File: src/hdl/assert_macros.svh
// Assertion helpers shared by the RTL; both expect i_clk and i_rst_n in scope.
`ifndef ASSERT_MACROS_SVH
`define ASSERT_MACROS_SVH

// Same-cycle implication, disabled while reset is asserted.
`define CDE_ASSERT_IMPL(label, ante, cons, msg) \
    label: assert property (@(posedge i_clk) disable iff (!i_rst_n) (ante) |-> (cons)) \
        else $error(msg);

// Next-cycle implication, disabled while reset is asserted.
`define CDE_ASSERT_NEXT(label, ante, cons, msg) \
    label: assert property (@(posedge i_clk) disable iff (!i_rst_n) (ante) |=> (cons)) \
        else $error(msg);

`endif

File: src/hdl/cde_pkg.sv
package cde_pkg;

    localparam int VALUE_W   = 32;
    localparam int AMT_W     = 16;
    localparam int STATUS_W  = 2;
    localparam int ENTRIES_W = 5;
    localparam int Q_DEPTH   = 2;

    typedef enum logic [3:0] {
        OP_PUSH_FRONT = 4'd0,
        OP_PUSH_REAR  = 4'd1,
        OP_POP_FRONT  = 4'd2,
        OP_POP_REAR   = 4'd3,
        OP_PEEK_FRONT = 4'd4,
        OP_PEEK_REAR  = 4'd5,
        OP_WALK_FWD   = 4'd6,
        OP_WALK_BACK  = 4'd7,
        OP_ROTATE     = 4'd8,
        OP_NOP        = 4'd15
    } t_opcode;

    typedef enum logic [STATUS_W-1:0] {
        ST_OK    = 2'd0,
        ST_FULL  = 2'd1,
        ST_EMPTY = 2'd2
    } t_status;

    typedef struct packed {
        t_opcode              op;
        logic [VALUE_W-1:0]   value;
        logic [AMT_W-1:0]     amount;
    } t_cmd;

endpackage

File: src/hdl/cde_front.sv
module cde_front (
    input  logic                         i_clk,
    input  logic                         i_rst_n,
    input  logic                         i_start,
    output logic                         o_busy,
    input  logic [3:0]                   i_operation,
    input  logic [cde_pkg::VALUE_W-1:0]  i_push_value,
    input  logic [cde_pkg::AMT_W-1:0]    i_rotate_amount,
    output logic                         o_cmd_valid,
    output cde_pkg::t_cmd                o_cmd,
    input  logic                         i_cmd_ready
);
    import cde_pkg::*;

    logic    r_valid;
    t_cmd    r_cmd;
    t_opcode w_op;
    logic    w_accept;

    // Fold every unused operation code into a no-op
    always_comb begin
        if (i_operation > 4'(OP_ROTATE)) begin
            w_op = OP_NOP;
        end else begin
            w_op = t_opcode'(i_operation);
        end
    end

    // Hold the decoded command until the queue takes it
    assign o_busy   = r_valid && !i_cmd_ready;
    assign w_accept = i_start && !o_busy;

    always_ff @(posedge i_clk) begin
        if (!i_rst_n) begin
            r_valid <= 1'b0;
        end else if (w_accept) begin
            r_valid <= 1'b1;
        end else if (i_cmd_ready) begin
            r_valid <= 1'b0;
        end
    end

    always_ff @(posedge i_clk) begin
        if (w_accept) begin
            r_cmd.op     <= w_op;
            r_cmd.value  <= i_push_value;
            r_cmd.amount <= i_rotate_amount;
        end
    end

    assign o_cmd_valid = r_valid;
    assign o_cmd       = r_cmd;

endmodule

File: src/hdl/cde_cmd_fifo.sv
module cde_cmd_fifo (
    input  logic          i_clk,
    input  logic          i_rst_n,
    input  logic          i_push_valid,
    input  cde_pkg::t_cmd i_push_cmd,
    output logic          o_push_ready,
    output logic          o_pop_valid,
    output cde_pkg::t_cmd o_pop_cmd,
    input  logic          i_pop_ready
);
    import cde_pkg::*;

    localparam int Q_AW = $clog2(Q_DEPTH);

    t_cmd            r_slot [Q_DEPTH];
    logic [Q_AW-1:0] r_wr_ptr;
    logic [Q_AW-1:0] r_rd_ptr;
    logic [Q_AW:0]   r_fill;
    logic            w_push;
    logic            w_pop;

    assign o_push_ready = (r_fill != (Q_AW+1)'(Q_DEPTH));
    assign o_pop_valid  = (r_fill != '0);
    assign w_push       = i_push_valid && o_push_ready;
    assign w_pop        = o_pop_valid && i_pop_ready;
    assign o_pop_cmd    = r_slot[r_rd_ptr];

    // Advance pointers and occupancy on each transfer
    always_ff @(posedge i_clk) begin
        if (!i_rst_n) begin
            r_wr_ptr <= '0;
            r_rd_ptr <= '0;
            r_fill   <= '0;
        end else begin
            if (w_push) begin
                r_wr_ptr <= Q_AW'(r_wr_ptr + 1'b1);
            end
            if (w_pop) begin
                r_rd_ptr <= Q_AW'(r_rd_ptr + 1'b1);
            end
            if (w_push && !w_pop) begin
                r_fill <= r_fill + 1'b1;
            end else if (w_pop && !w_push) begin
                r_fill <= r_fill - 1'b1;
            end
        end
    end

    always_ff @(posedge i_clk) begin
        if (w_push) begin
            r_slot[r_wr_ptr] <= i_push_cmd;
        end
    end

endmodule

File: src/hdl/cde_back.sv
module cde_back #(
    parameter int DEPTH      = 16,
    parameter int DATA_WIDTH = 32
) (
    input  logic                           i_clk,
    input  logic                           i_rst_n,
    input  logic                           i_cmd_valid,
    input  cde_pkg::t_cmd                  i_cmd,
    output logic                           o_cmd_ready,
    output logic                           o_strobe,
    output logic [cde_pkg::STATUS_W-1:0]   o_status,
    output logic [cde_pkg::VALUE_W-1:0]    o_data_out,
    output logic                           o_last,
    output logic [cde_pkg::ENTRIES_W-1:0]  o_entries
);
    import cde_pkg::*;

    localparam int AW     = $clog2(DEPTH);
    localparam int CW     = $clog2(DEPTH + 1);
    localparam int BW     = $clog2(AMT_W);
    localparam int EXT_W  = (DATA_WIDTH > VALUE_W) ? DATA_WIDTH : VALUE_W;
    localparam int CEXT_W = (CW > ENTRIES_W) ? CW : ENTRIES_W;

    typedef enum logic [4:0] {
        S_IDLE = 5'b00001,
        S_READ = 5'b00010,
        S_WALK = 5'b00100,
        S_DIV  = 5'b01000,
        S_ROT  = 5'b10000
    } t_state;

    function automatic logic [AW-1:0] idx_inc(input logic [AW-1:0] i);
        return (i == AW'(DEPTH - 1)) ? '0 : AW'(i + 1'b1);
    endfunction

    function automatic logic [AW-1:0] idx_dec(input logic [AW-1:0] i);
        return (i == '0) ? AW'(DEPTH - 1) : AW'(i - 1'b1);
    endfunction

    // Ring storage and its registered read port
    logic [DATA_WIDTH-1:0] r_mem [DEPTH];
    logic [DATA_WIDTH-1:0] r_rd_data;
    logic [AW-1:0]         w_rd_addr;
    logic [AW-1:0]         w_wr_addr;
    logic [DATA_WIDTH-1:0] w_wr_data;
    logic                  w_wr_en;

    t_state           r_state,  n_state;
    logic [AW-1:0]    r_front,  n_front;
    logic [AW-1:0]    r_rear,   n_rear;
    logic [CW-1:0]    r_count,  n_count;
    t_opcode          r_op,     n_op;
    logic [AW-1:0]    r_idx,    n_idx;
    logic [CW-1:0]    r_left,   n_left;
    logic [CW-1:0]    r_rem,    n_rem;
    logic [AMT_W-1:0] r_dvd,    n_dvd;
    logic             r_neg,    n_neg;
    logic [BW-1:0]    r_bitcnt, n_bitcnt;

    logic             r_strobe, n_strobe;
    t_status          r_status, n_status;
    logic [VALUE_W-1:0] r_data, n_data;
    logic             r_last,   n_last;
    logic [ENTRIES_W-1:0] r_entries;

    logic [EXT_W-1:0]      w_rd_ext;
    logic [VALUE_W-1:0]    w_rd_word;
    logic [EXT_W-1:0]      w_push_ext;
    logic [DATA_WIDTH-1:0] w_push_data;
    logic [CEXT_W-1:0]     w_cnt_ext;
    logic [CW:0]           w_trial;
    logic                  w_ge;
    logic [CW-1:0]         w_rem_nx;
    logic [CW-1:0]         w_steps;
    logic                  w_full;
    logic                  w_empty;

    assign w_rd_ext    = EXT_W'(r_rd_data);
    assign w_rd_word   = w_rd_ext[VALUE_W-1:0];
    assign w_push_ext  = EXT_W'(i_cmd.value);
    assign w_push_data = w_push_ext[DATA_WIDTH-1:0];
    assign w_full      = (r_count == CW'(DEPTH));
    assign w_empty     = (r_count == '0);

    // One restoring step of the rotation count reduction
    assign w_trial  = {r_rem, r_dvd[AMT_W-1]};
    assign w_ge     = (w_trial >= {1'b0, r_count});
    assign w_rem_nx = w_ge ? CW'(w_trial - {1'b0, r_count}) : CW'(w_trial);
    assign w_steps  = (r_neg && (w_rem_nx != '0)) ? CW'(r_count - w_rem_nx) : w_rem_nx;

    always_comb begin
        n_state     = r_state;
        n_front     = r_front;
        n_rear      = r_rear;
        n_count     = r_count;
        n_op        = r_op;
        n_idx       = r_idx;
        n_left      = r_left;
        n_rem       = r_rem;
        n_dvd       = r_dvd;
        n_neg       = r_neg;
        n_bitcnt    = r_bitcnt;
        n_strobe    = 1'b0;
        n_status    = ST_OK;
        n_data      = '0;
        n_last      = 1'b1;
        w_rd_addr   = r_front;
        w_wr_addr   = r_front;
        w_wr_data   = w_push_data;
        w_wr_en     = 1'b0;
        o_cmd_ready = 1'b0;

        case (r_state)
            S_IDLE: begin
                o_cmd_ready = 1'b1;
                if (i_cmd_valid) begin
                    n_op = i_cmd.op;
                    case (i_cmd.op)
                        OP_PUSH_FRONT, OP_PUSH_REAR: begin
                            n_strobe = 1'b1;
                            if (w_full) begin
                                n_status = ST_FULL;
                            end else begin
                                n_count = CW'(r_count + 1'b1);
                                w_wr_en = 1'b1;
                                if (i_cmd.op == OP_PUSH_FRONT) begin
                                    n_front   = idx_inc(r_front);
                                    w_wr_addr = n_front;
                                end else begin
                                    n_rear    = idx_dec(r_rear);
                                    w_wr_addr = n_rear;
                                end
                            end
                        end
                        OP_POP_FRONT, OP_POP_REAR, OP_PEEK_FRONT, OP_PEEK_REAR: begin
                            if (w_empty) begin
                                n_strobe = 1'b1;
                                n_status = ST_EMPTY;
                            end else begin
                                // Launch the read; the result leaves from S_READ
                                if (i_cmd.op == OP_POP_FRONT || i_cmd.op == OP_PEEK_FRONT) begin
                                    w_rd_addr = r_front;
                                end else begin
                                    w_rd_addr = r_rear;
                                end
                                if (i_cmd.op == OP_POP_FRONT) begin
                                    n_count = CW'(r_count - 1'b1);
                                    n_front = idx_dec(r_front);
                                end else if (i_cmd.op == OP_POP_REAR) begin
                                    n_count = CW'(r_count - 1'b1);
                                    n_rear  = idx_inc(r_rear);
                                end
                                n_state = S_READ;
                            end
                        end
                        OP_WALK_FWD, OP_WALK_BACK: begin
                            if (w_empty) begin
                                n_strobe = 1'b1;
                                n_status = ST_EMPTY;
                            end else begin
                                if (i_cmd.op == OP_WALK_FWD) begin
                                    w_rd_addr = r_front;
                                    n_idx     = idx_dec(r_front);
                                end else begin
                                    w_rd_addr = r_rear;
                                    n_idx     = idx_inc(r_rear);
                                end
                                n_left  = r_count;
                                n_state = S_WALK;
                            end
                        end
                        OP_ROTATE: begin
                            if (w_empty) begin
                                n_strobe = 1'b1;
                            end else begin
                                n_neg    = i_cmd.amount[AMT_W-1];
                                n_dvd    = i_cmd.amount[AMT_W-1] ?
                                           AMT_W'(~i_cmd.amount + 1'b1) : i_cmd.amount;
                                n_rem    = '0;
                                n_bitcnt = '0;
                                n_state  = S_DIV;
                            end
                        end
                        default: begin
                            n_strobe = 1'b1;
                        end
                    endcase
                end
            end

            S_READ: begin
                n_strobe = 1'b1;
                n_data   = w_rd_word;
                n_state  = S_IDLE;
            end

            // Emit one element per cycle while the next read is in flight
            S_WALK: begin
                n_strobe  = 1'b1;
                n_data    = w_rd_word;
                n_last    = (r_left == CW'(1));
                w_rd_addr = r_idx;
                n_idx     = (r_op == OP_WALK_FWD) ? idx_dec(r_idx) : idx_inc(r_idx);
                n_left    = CW'(r_left - 1'b1);
                if (r_left == CW'(1)) begin
                    n_state = S_IDLE;
                end
            end

            // Reduce the amount modulo the fill, one bit per cycle
            S_DIV: begin
                w_rd_addr = r_front;
                n_rem     = w_rem_nx;
                n_dvd     = {r_dvd[AMT_W-2:0], 1'b0};
                n_bitcnt  = BW'(r_bitcnt + 1'b1);
                if (r_bitcnt == BW'(AMT_W - 1)) begin
                    if (w_steps == '0) begin
                        n_strobe = 1'b1;
                        n_state  = S_IDLE;
                    end else begin
                        n_left  = w_steps;
                        n_state = S_ROT;
                    end
                end
            end

            // Move the front element behind the rear, one per cycle
            S_ROT: begin
                w_wr_en   = 1'b1;
                w_wr_addr = idx_dec(r_rear);
                w_wr_data = r_rd_data;
                n_front   = idx_dec(r_front);
                n_rear    = idx_dec(r_rear);
                w_rd_addr = idx_dec(r_front);
                n_left    = CW'(r_left - 1'b1);
                if (r_left == CW'(1)) begin
                    n_strobe = 1'b1;
                    n_state  = S_IDLE;
                end
            end

            default: begin
                n_state = S_IDLE;
            end
        endcase
    end

    assign w_cnt_ext = CEXT_W'(n_count);

    always_ff @(posedge i_clk) begin
        if (!i_rst_n) begin
            r_state  <= S_IDLE;
            r_front  <= AW'(DEPTH - 1);
            r_rear   <= '0;
            r_count  <= '0;
            r_strobe <= 1'b0;
        end else begin
            r_state  <= n_state;
            r_front  <= n_front;
            r_rear   <= n_rear;
            r_count  <= n_count;
            r_strobe <= n_strobe;
        end
    end

    always_ff @(posedge i_clk) begin
        r_op      <= n_op;
        r_idx     <= n_idx;
        r_left    <= n_left;
        r_rem     <= n_rem;
        r_dvd     <= n_dvd;
        r_neg     <= n_neg;
        r_bitcnt  <= n_bitcnt;
        r_status  <= n_status;
        r_data    <= n_data;
        r_last    <= n_last;
        r_entries <= w_cnt_ext[ENTRIES_W-1:0];
    end

    // Ring memory: one write port, one registered read port
    always_ff @(posedge i_clk) begin
        if (w_wr_en) begin
            r_mem[w_wr_addr] <= w_wr_data;
        end
        r_rd_data <= r_mem[w_rd_addr];
    end

    assign o_strobe   = r_strobe;
    assign o_status   = r_status;
    assign o_data_out = r_data;
    assign o_last     = r_last;
    assign o_entries  = r_entries;

endmodule

File: src/hdl/circular_deque_engine.sv
// Circular double-ended queue of DEPTH words. Raise start with an operation while
// busy is low; the command is registered, queued two deep and executed by the back
// end, so start may be issued again while earlier commands still run. Results
// come out on o_strobe for exactly one cycle each and cannot be held off; a walk
// sends one result per stored element, o_last marking the final one. In the back
// end, whose ring memory has a registered read port, a push or any refused or no-op
// command finishes in S_IDLE, pop and peek wait for the read in S_READ, a walk
// streams the elements from S_WALK, and a rotation reduces the amount modulo the
// fill bit-serially in S_DIV, then moves up to fill-1 front elements behind the rear in S_ROT.
// No clearing pass after reset.
`include "assert_macros.svh"

module circular_deque_engine #(
    parameter int DEPTH      = 16,
    parameter int DATA_WIDTH = 32
) (
    input  logic                           i_clk,
    input  logic                           i_rst_n,
    input  logic                           start,
    output logic                           busy,
    input  logic [3:0]                     i_operation,
    input  logic [cde_pkg::VALUE_W-1:0]    i_push_value,
    input  logic signed [cde_pkg::AMT_W-1:0] i_rotate_amount,
    output logic                           o_strobe,
    output logic [cde_pkg::STATUS_W-1:0]   o_status,
    output logic [cde_pkg::VALUE_W-1:0]    o_data_out,
    output logic                           o_last,
    output logic [cde_pkg::ENTRIES_W-1:0]  o_entries
);
    import cde_pkg::*;

    localparam logic [ENTRIES_W-1:0] FULL_ENTRIES = ENTRIES_W'(DEPTH);

    logic w_front_valid;
    t_cmd w_front_cmd;
    logic w_q_ready;
    logic w_q_valid;
    t_cmd w_q_cmd;
    logic w_back_ready;

    // Accept and classify commands
    cde_front u_front (
        .i_clk           (i_clk),
        .i_rst_n         (i_rst_n),
        .i_start         (start),
        .o_busy          (busy),
        .i_operation     (i_operation),
        .i_push_value    (i_push_value),
        .i_rotate_amount (i_rotate_amount),
        .o_cmd_valid     (w_front_valid),
        .o_cmd           (w_front_cmd),
        .i_cmd_ready     (w_q_ready)
    );

    // Decouple front and back
    cde_cmd_fifo u_queue (
        .i_clk        (i_clk),
        .i_rst_n      (i_rst_n),
        .i_push_valid (w_front_valid),
        .i_push_cmd   (w_front_cmd),
        .o_push_ready (w_q_ready),
        .o_pop_valid  (w_q_valid),
        .o_pop_cmd    (w_q_cmd),
        .i_pop_ready  (w_back_ready)
    );

    // Execute against the ring
    cde_back #(
        .DEPTH      (DEPTH),
        .DATA_WIDTH (DATA_WIDTH)
    ) u_back (
        .i_clk       (i_clk),
        .i_rst_n     (i_rst_n),
        .i_cmd_valid (w_q_valid),
        .i_cmd       (w_q_cmd),
        .o_cmd_ready (w_back_ready),
        .o_strobe    (o_strobe),
        .o_status    (o_status),
        .o_data_out  (o_data_out),
        .o_last      (o_last),
        .o_entries   (o_entries)
    );

    `CDE_ASSERT_IMPL(a_full_entries, o_strobe && (o_status == ST_FULL),
        o_entries == FULL_ENTRIES, "full status with queue not full")
    `CDE_ASSERT_IMPL(a_empty_entries, o_strobe && (o_status == ST_EMPTY),
        o_entries == '0, "empty status with stored entries")
    `CDE_ASSERT_IMPL(a_walk_ok, o_strobe && !o_last,
        o_status == ST_OK, "non-final result without ok status")
    `CDE_ASSERT_NEXT(a_accept_held, start && !busy,
        w_front_valid, "accepted command lost in front end")

endmodule

File: config.mk
export PLATFORM = sky130hd
export DESIGN_NAME = circular_deque_engine
export DESIGN_NICKNAME = d
export VERILOG_FILES = /design/src/hdl/cde_pkg.sv /design/src/hdl/cde_front.sv /design/src/hdl/cde_cmd_fifo.sv /design/src/hdl/cde_back.sv /design/src/hdl/circular_deque_engine.sv
export VERILOG_INCLUDE_DIRS = /design/src /design/src/hdl
export SDC_FILE = /design/constraint.sdc
export NUM_CORES = 1
export LEC_CHECK = 0
export ABC_AREA = 1
export BUFFER_PORTS_ARGS = -buffer_cell sky130_fd_sc_hd__buf_4
export CAP_MARGIN = 10
export CORE_MARGIN = 2
export CORE_UTILIZATION = 50
export DETAILED_ROUTE_END_ITERATION = 6
export PLACE_DENSITY = 0.77
export SYNTH_ARGS = -nofsm -noshare
export SYNTH_HDL_FRONTEND = slang
export SYNTH_HIERARCHICAL = 1
export SYNTH_SLANG_ARGS = --single-unit
File: constraint.sdc
create_clock -name i_clk -period 11.6 [get_ports i_clk]
set_clock_uncertainty 0.15 [all_clocks]
set_input_delay 2.32 -clock i_clk [delete_from_list [all_inputs] [get_ports i_clk]]
set_output_delay 2.32 -clock i_clk [all_outputs]
set_load 0.005 [all_outputs]
==> results_dict.tcl <==
set metrics [dict create \
    cts_made_buffers 83 \
    finalHoldViolations 0 \
    peakVddDrop_mv 0.4462 \
    ys_types 52 \
    worstSetupPathType "reg -> reg" \
    die_h_microns 261.7 \
    fin_crit_ns 5.750 \
    rows 94 \
    htreeDepth 3 \
    num_antenna_cells 0 \
    vias_per_cell 5.617 \
    tightest_slew_ns 1.298 \
    clock_latency_ns 0.63 \
    area_growth_pct 13.03 \
    cp-end-kind "flip-flop" \
    synth.avg_cell_area_sq_um 12.12 \
    start_util_pct 50.49 \
    cp_data_required_time_ns 11.96 \
    synthCells 2739 \
    post_cts_buffers 0 \
    cts_hold_buf 0 \
    grt_start_max_net_pins 286 \
    place_area_sq_um 34880 \
    critPathMaxFanout 104 \
    first_global_vias 20670 \
    cp_top_family "buffers and inverters" \
    fin_ws_ns 5.850 \
    routed_wl_microns 76340 \
    fill_cells 4969 \
    dieArea_sq_um 68460 \
    arrival_ns 6.11 \
    setup_violations 0 \
    track_usage_pct 22.19 \
    synth_edf_count 707 \
    dr.pass1.iters 6 \
    drc 0 \
    tns_ns 0 \
    seqPwrFrac_pct 32.9 \
    relSlewSlack_pct 13.50 \
    place_ws_ns 5.979 \
    pwr-share-clk_pct 22.3 \
    overflow 0 \
    worst-path-buf-inv 3 \
    synth_area_leader_cell "edfxtp_1" \
    p_switching_uw 4806 \
    worst_path_largest_cell_delay_ns 1.00 \
    antenna_found_initial 0 \
    coreArea_sq_um 65750 \
    clk_pin_slew_ns 0.06 \
    initialDrtViolationCount 2756 \
    max_freq_mhz 173.9 \
    cts_resized 0 \
    yosysSeqAreaShare_pct 69.81 \
    switching_share_pct 41.99 \
    yosys_warnings 6 \
    fin_crit_sh_pct 49.57 \
    io_pins 97 \
    vias 21210 \
    synth_seq_cells 804 \
    drive_gt1_share_pct 12.60 \
    dpl.hpwl_microns 42670 \
    fin_area_sq_um 37520 \
    grt_pass1_wl_microns 115700 \
    hold_class "reg -> reg" \
    pwr-share-comb_pct 44.8 \
    wl_per_cell_microns 20.22 \
    crit_chain "mux2_4 > nor2_2 > nand4_1 > nand2_1 > nand2_1 > a21oi_4 > buf_4 > buf_4 > buf_4 > a21oi_1 > o21ai_0 > nand3_1 > nand3_1 > nand2_1" \
    gp_congestion 0.8921 \
    drv_slew 0 \
    p_leak_uw 0.01439 \
    cts-root-buf "clkbuf_16" \
    p_int_uw 6639 \
    slowest_stage "dfxtp_4" \
    cts_tree "yes" \
    synth_top_area_share_pct 63.96 \
    ys.flop_type "edfxtp_1" \
    port_buffers 96 \
    ant_nets 0 \
    setup.worst_path.start_class "flip-flop" \
    cts_sinks 804 \
    synth.cell_area_sq_um 33190 \
    status "complete, no violations" \
    synth_nets 2821 \
    synth_area_leaders "edfxtp_1 64%, dfxtp_1 5.9%, inv_1 4.5%" \
    async_flop_share_pct 0 \
    p_per_area_nw_per_um2 305.0 \
    rsz0062_at_grt "false" \
    clock_path_buffers 3 \
    drv_cap 0 \
    nNetsFinal 2924 \
    die_w_microns 261.7 \
]
==> cell usage in the layout, fill, tap and decap left out, drive strengths merged, types with 3 or more instances in the layout <==
cell and count:
o22ai 3, clkinv 30, a211oi 3, inv 403, nand2 342, clkbuf 113
nor3 20, nand4 7, nand3 237, o31ai 3, xor2 16, mux2 52
a21oi 163, clkinvlp 7, or2 3, o221ai 5, edfxtp 707, ha 25
buf 151, dfxtp 97, a22oi 6, o211ai 141, xnor2 6, nor2 125
a31oi 6, o21ai 218
==> worst register-to-register path, cell delays in order (launching register included) <==
cell and delay (ns):
dfxtp_4 1.00, mux2_4 0.40, nor2_2 0.28, nand4_1 0.15, nand2_1 0.10, nand2_1 0.15, a21oi_4 0.19, buf_4 0.76
buf_4 1.02, buf_4 0.78, a21oi_1 0.17, o21ai_0 0.16, nand3_1 0.12, nand3_1 0.12, nand2_1 0.08
==> per-layer routing <==
metal / wire (microns) / track usage (%) / vias up / share of wire [%]
met3: 6447 / 3.299 / 178 / 8.4
met4: 2890 / 10.45 / 0 / 3.8
li1: - / - / 9834 / -
met2: 37620 / 36.90 / 1042 / 49
met1: 29380 / 28.85 / 10160 / 38
met5: 0 / 0 / - / 0
==> cell type report <==
cell class              count  area (sq um)  area share [%]
inverters                 400          1503           4.005
well taps                 864          1081           2.881
repair buffers            151          1144           3.048
clock buffers             113          2313           6.166
clock inverters            42         325.3          0.8671
multi-input cells        1402          7975           21.26
flip-flops and latches    804         23180           61.77
==> flip-flops by register name (all words and copies together) (netlist names), 5 cells and up, named ones only <==
signal / cells
u_back/o_data_out: 32
u_back/r_rd_data: 32
u_back/r_state: 5
u_back/r_left: 5
u_back/o_entries: 5
u_back/r_count: 5
u_back/r_rem: 5
u_front/o_cmd: 52
u_back/r_mem: 512
u_back/r_dvd: 16
u_queue/r_slot: 104
==> synth_stat cells (3+ instances only) <==
| library cell | count |
|---|---|
| buf_2 | 59 |
| mux2_4 | 50 |
| nor3_1 | 17 |
| a211oi_1 | 3 |
| o22ai_1 | 3 |
| o21ai_0 | 196 |
| buf_1 | 12 |
| dfxtp_1 | 97 |
| o211ai_1 | 140 |
| o21ai_1 | 22 |
| or2_2 | 3 |
| nor2_1 | 123 |
| inv_2 | 3 |
| nand2_1 | 341 |
| buf_4 | 22 |
| xnor2_1 | 6 |
| nand4_1 | 7 |
| a21oi_1 | 162 |
| clkbuf_1 | 34 |
| nand3_1 | 235 |
| edfxtp_1 | 707 |
| o221ai_1 | 5 |
| inv_1 | 396 |
| xor2_1 | 16 |
| buf_12 | 5 |
| o31ai_1 | 3 |
| a31oi_1 | 6 |
| a22oi_1 | 6 |
| ha_1 | 25 |
==> worst paths after layout <==
path                               startpoint                              end  slack, ns  depth (start not counted)
setup / recovery                    flip-flop     u_back/r_rd_data[21]$_DFF_P_       5.85                         14
hold / removal    u_back/r_rd_data[9]$_DFF_P_  u_back/o_data_out[9]$_SDFF_PN0_       0.27                          2
setup reg to reg                    flip-flop     u_back/r_rd_data[21]$_DFF_P_       5.85                         14
hold reg to reg   u_back/r_rd_data[9]$_DFF_P_  u_back/o_data_out[9]$_SDFF_PN0_       0.27                          2
==> power by group through the flow <==
stage,combinational [uW],sequential [uW],clock (uW)
2_1_floorplan,3960,3750,0
3_3_place_gp,4810,3810,0
3_5_place_dp,5030,3820,0
4_1_cts,5060,3760,2590
5_1_grt,5700,3780,2710
6_report,5130,3760,2560
==> per-stage QoR <==
stage,utilization (%),cells,hold slack (ns),power [uW]
after floorplan,-,2739,0.2604,7710
after global placement,53.00,3616,0.2749,8620
after detailed placement,53.05,3621,0.2747,8844
after CTS,57.06,3776,0.2720,11420
after global routing,57.06,3776,0.2963,12190
final,57.06,3776,0.2710,11440
==> kinds of logic after synthesis <==
family                   share of synthesized area [%]
XOR/XNOR                                        0.5805
AND/OR/NAND/NOR                                  9.627
buffers and inverters                            6.766
AO/OA/AOI/OAI                                    9.793
flip-flops                                       69.81
adder cells (fa/ha/maj)                          1.063
multiplexers                                     2.360
(Power assumes the default switching activity.)
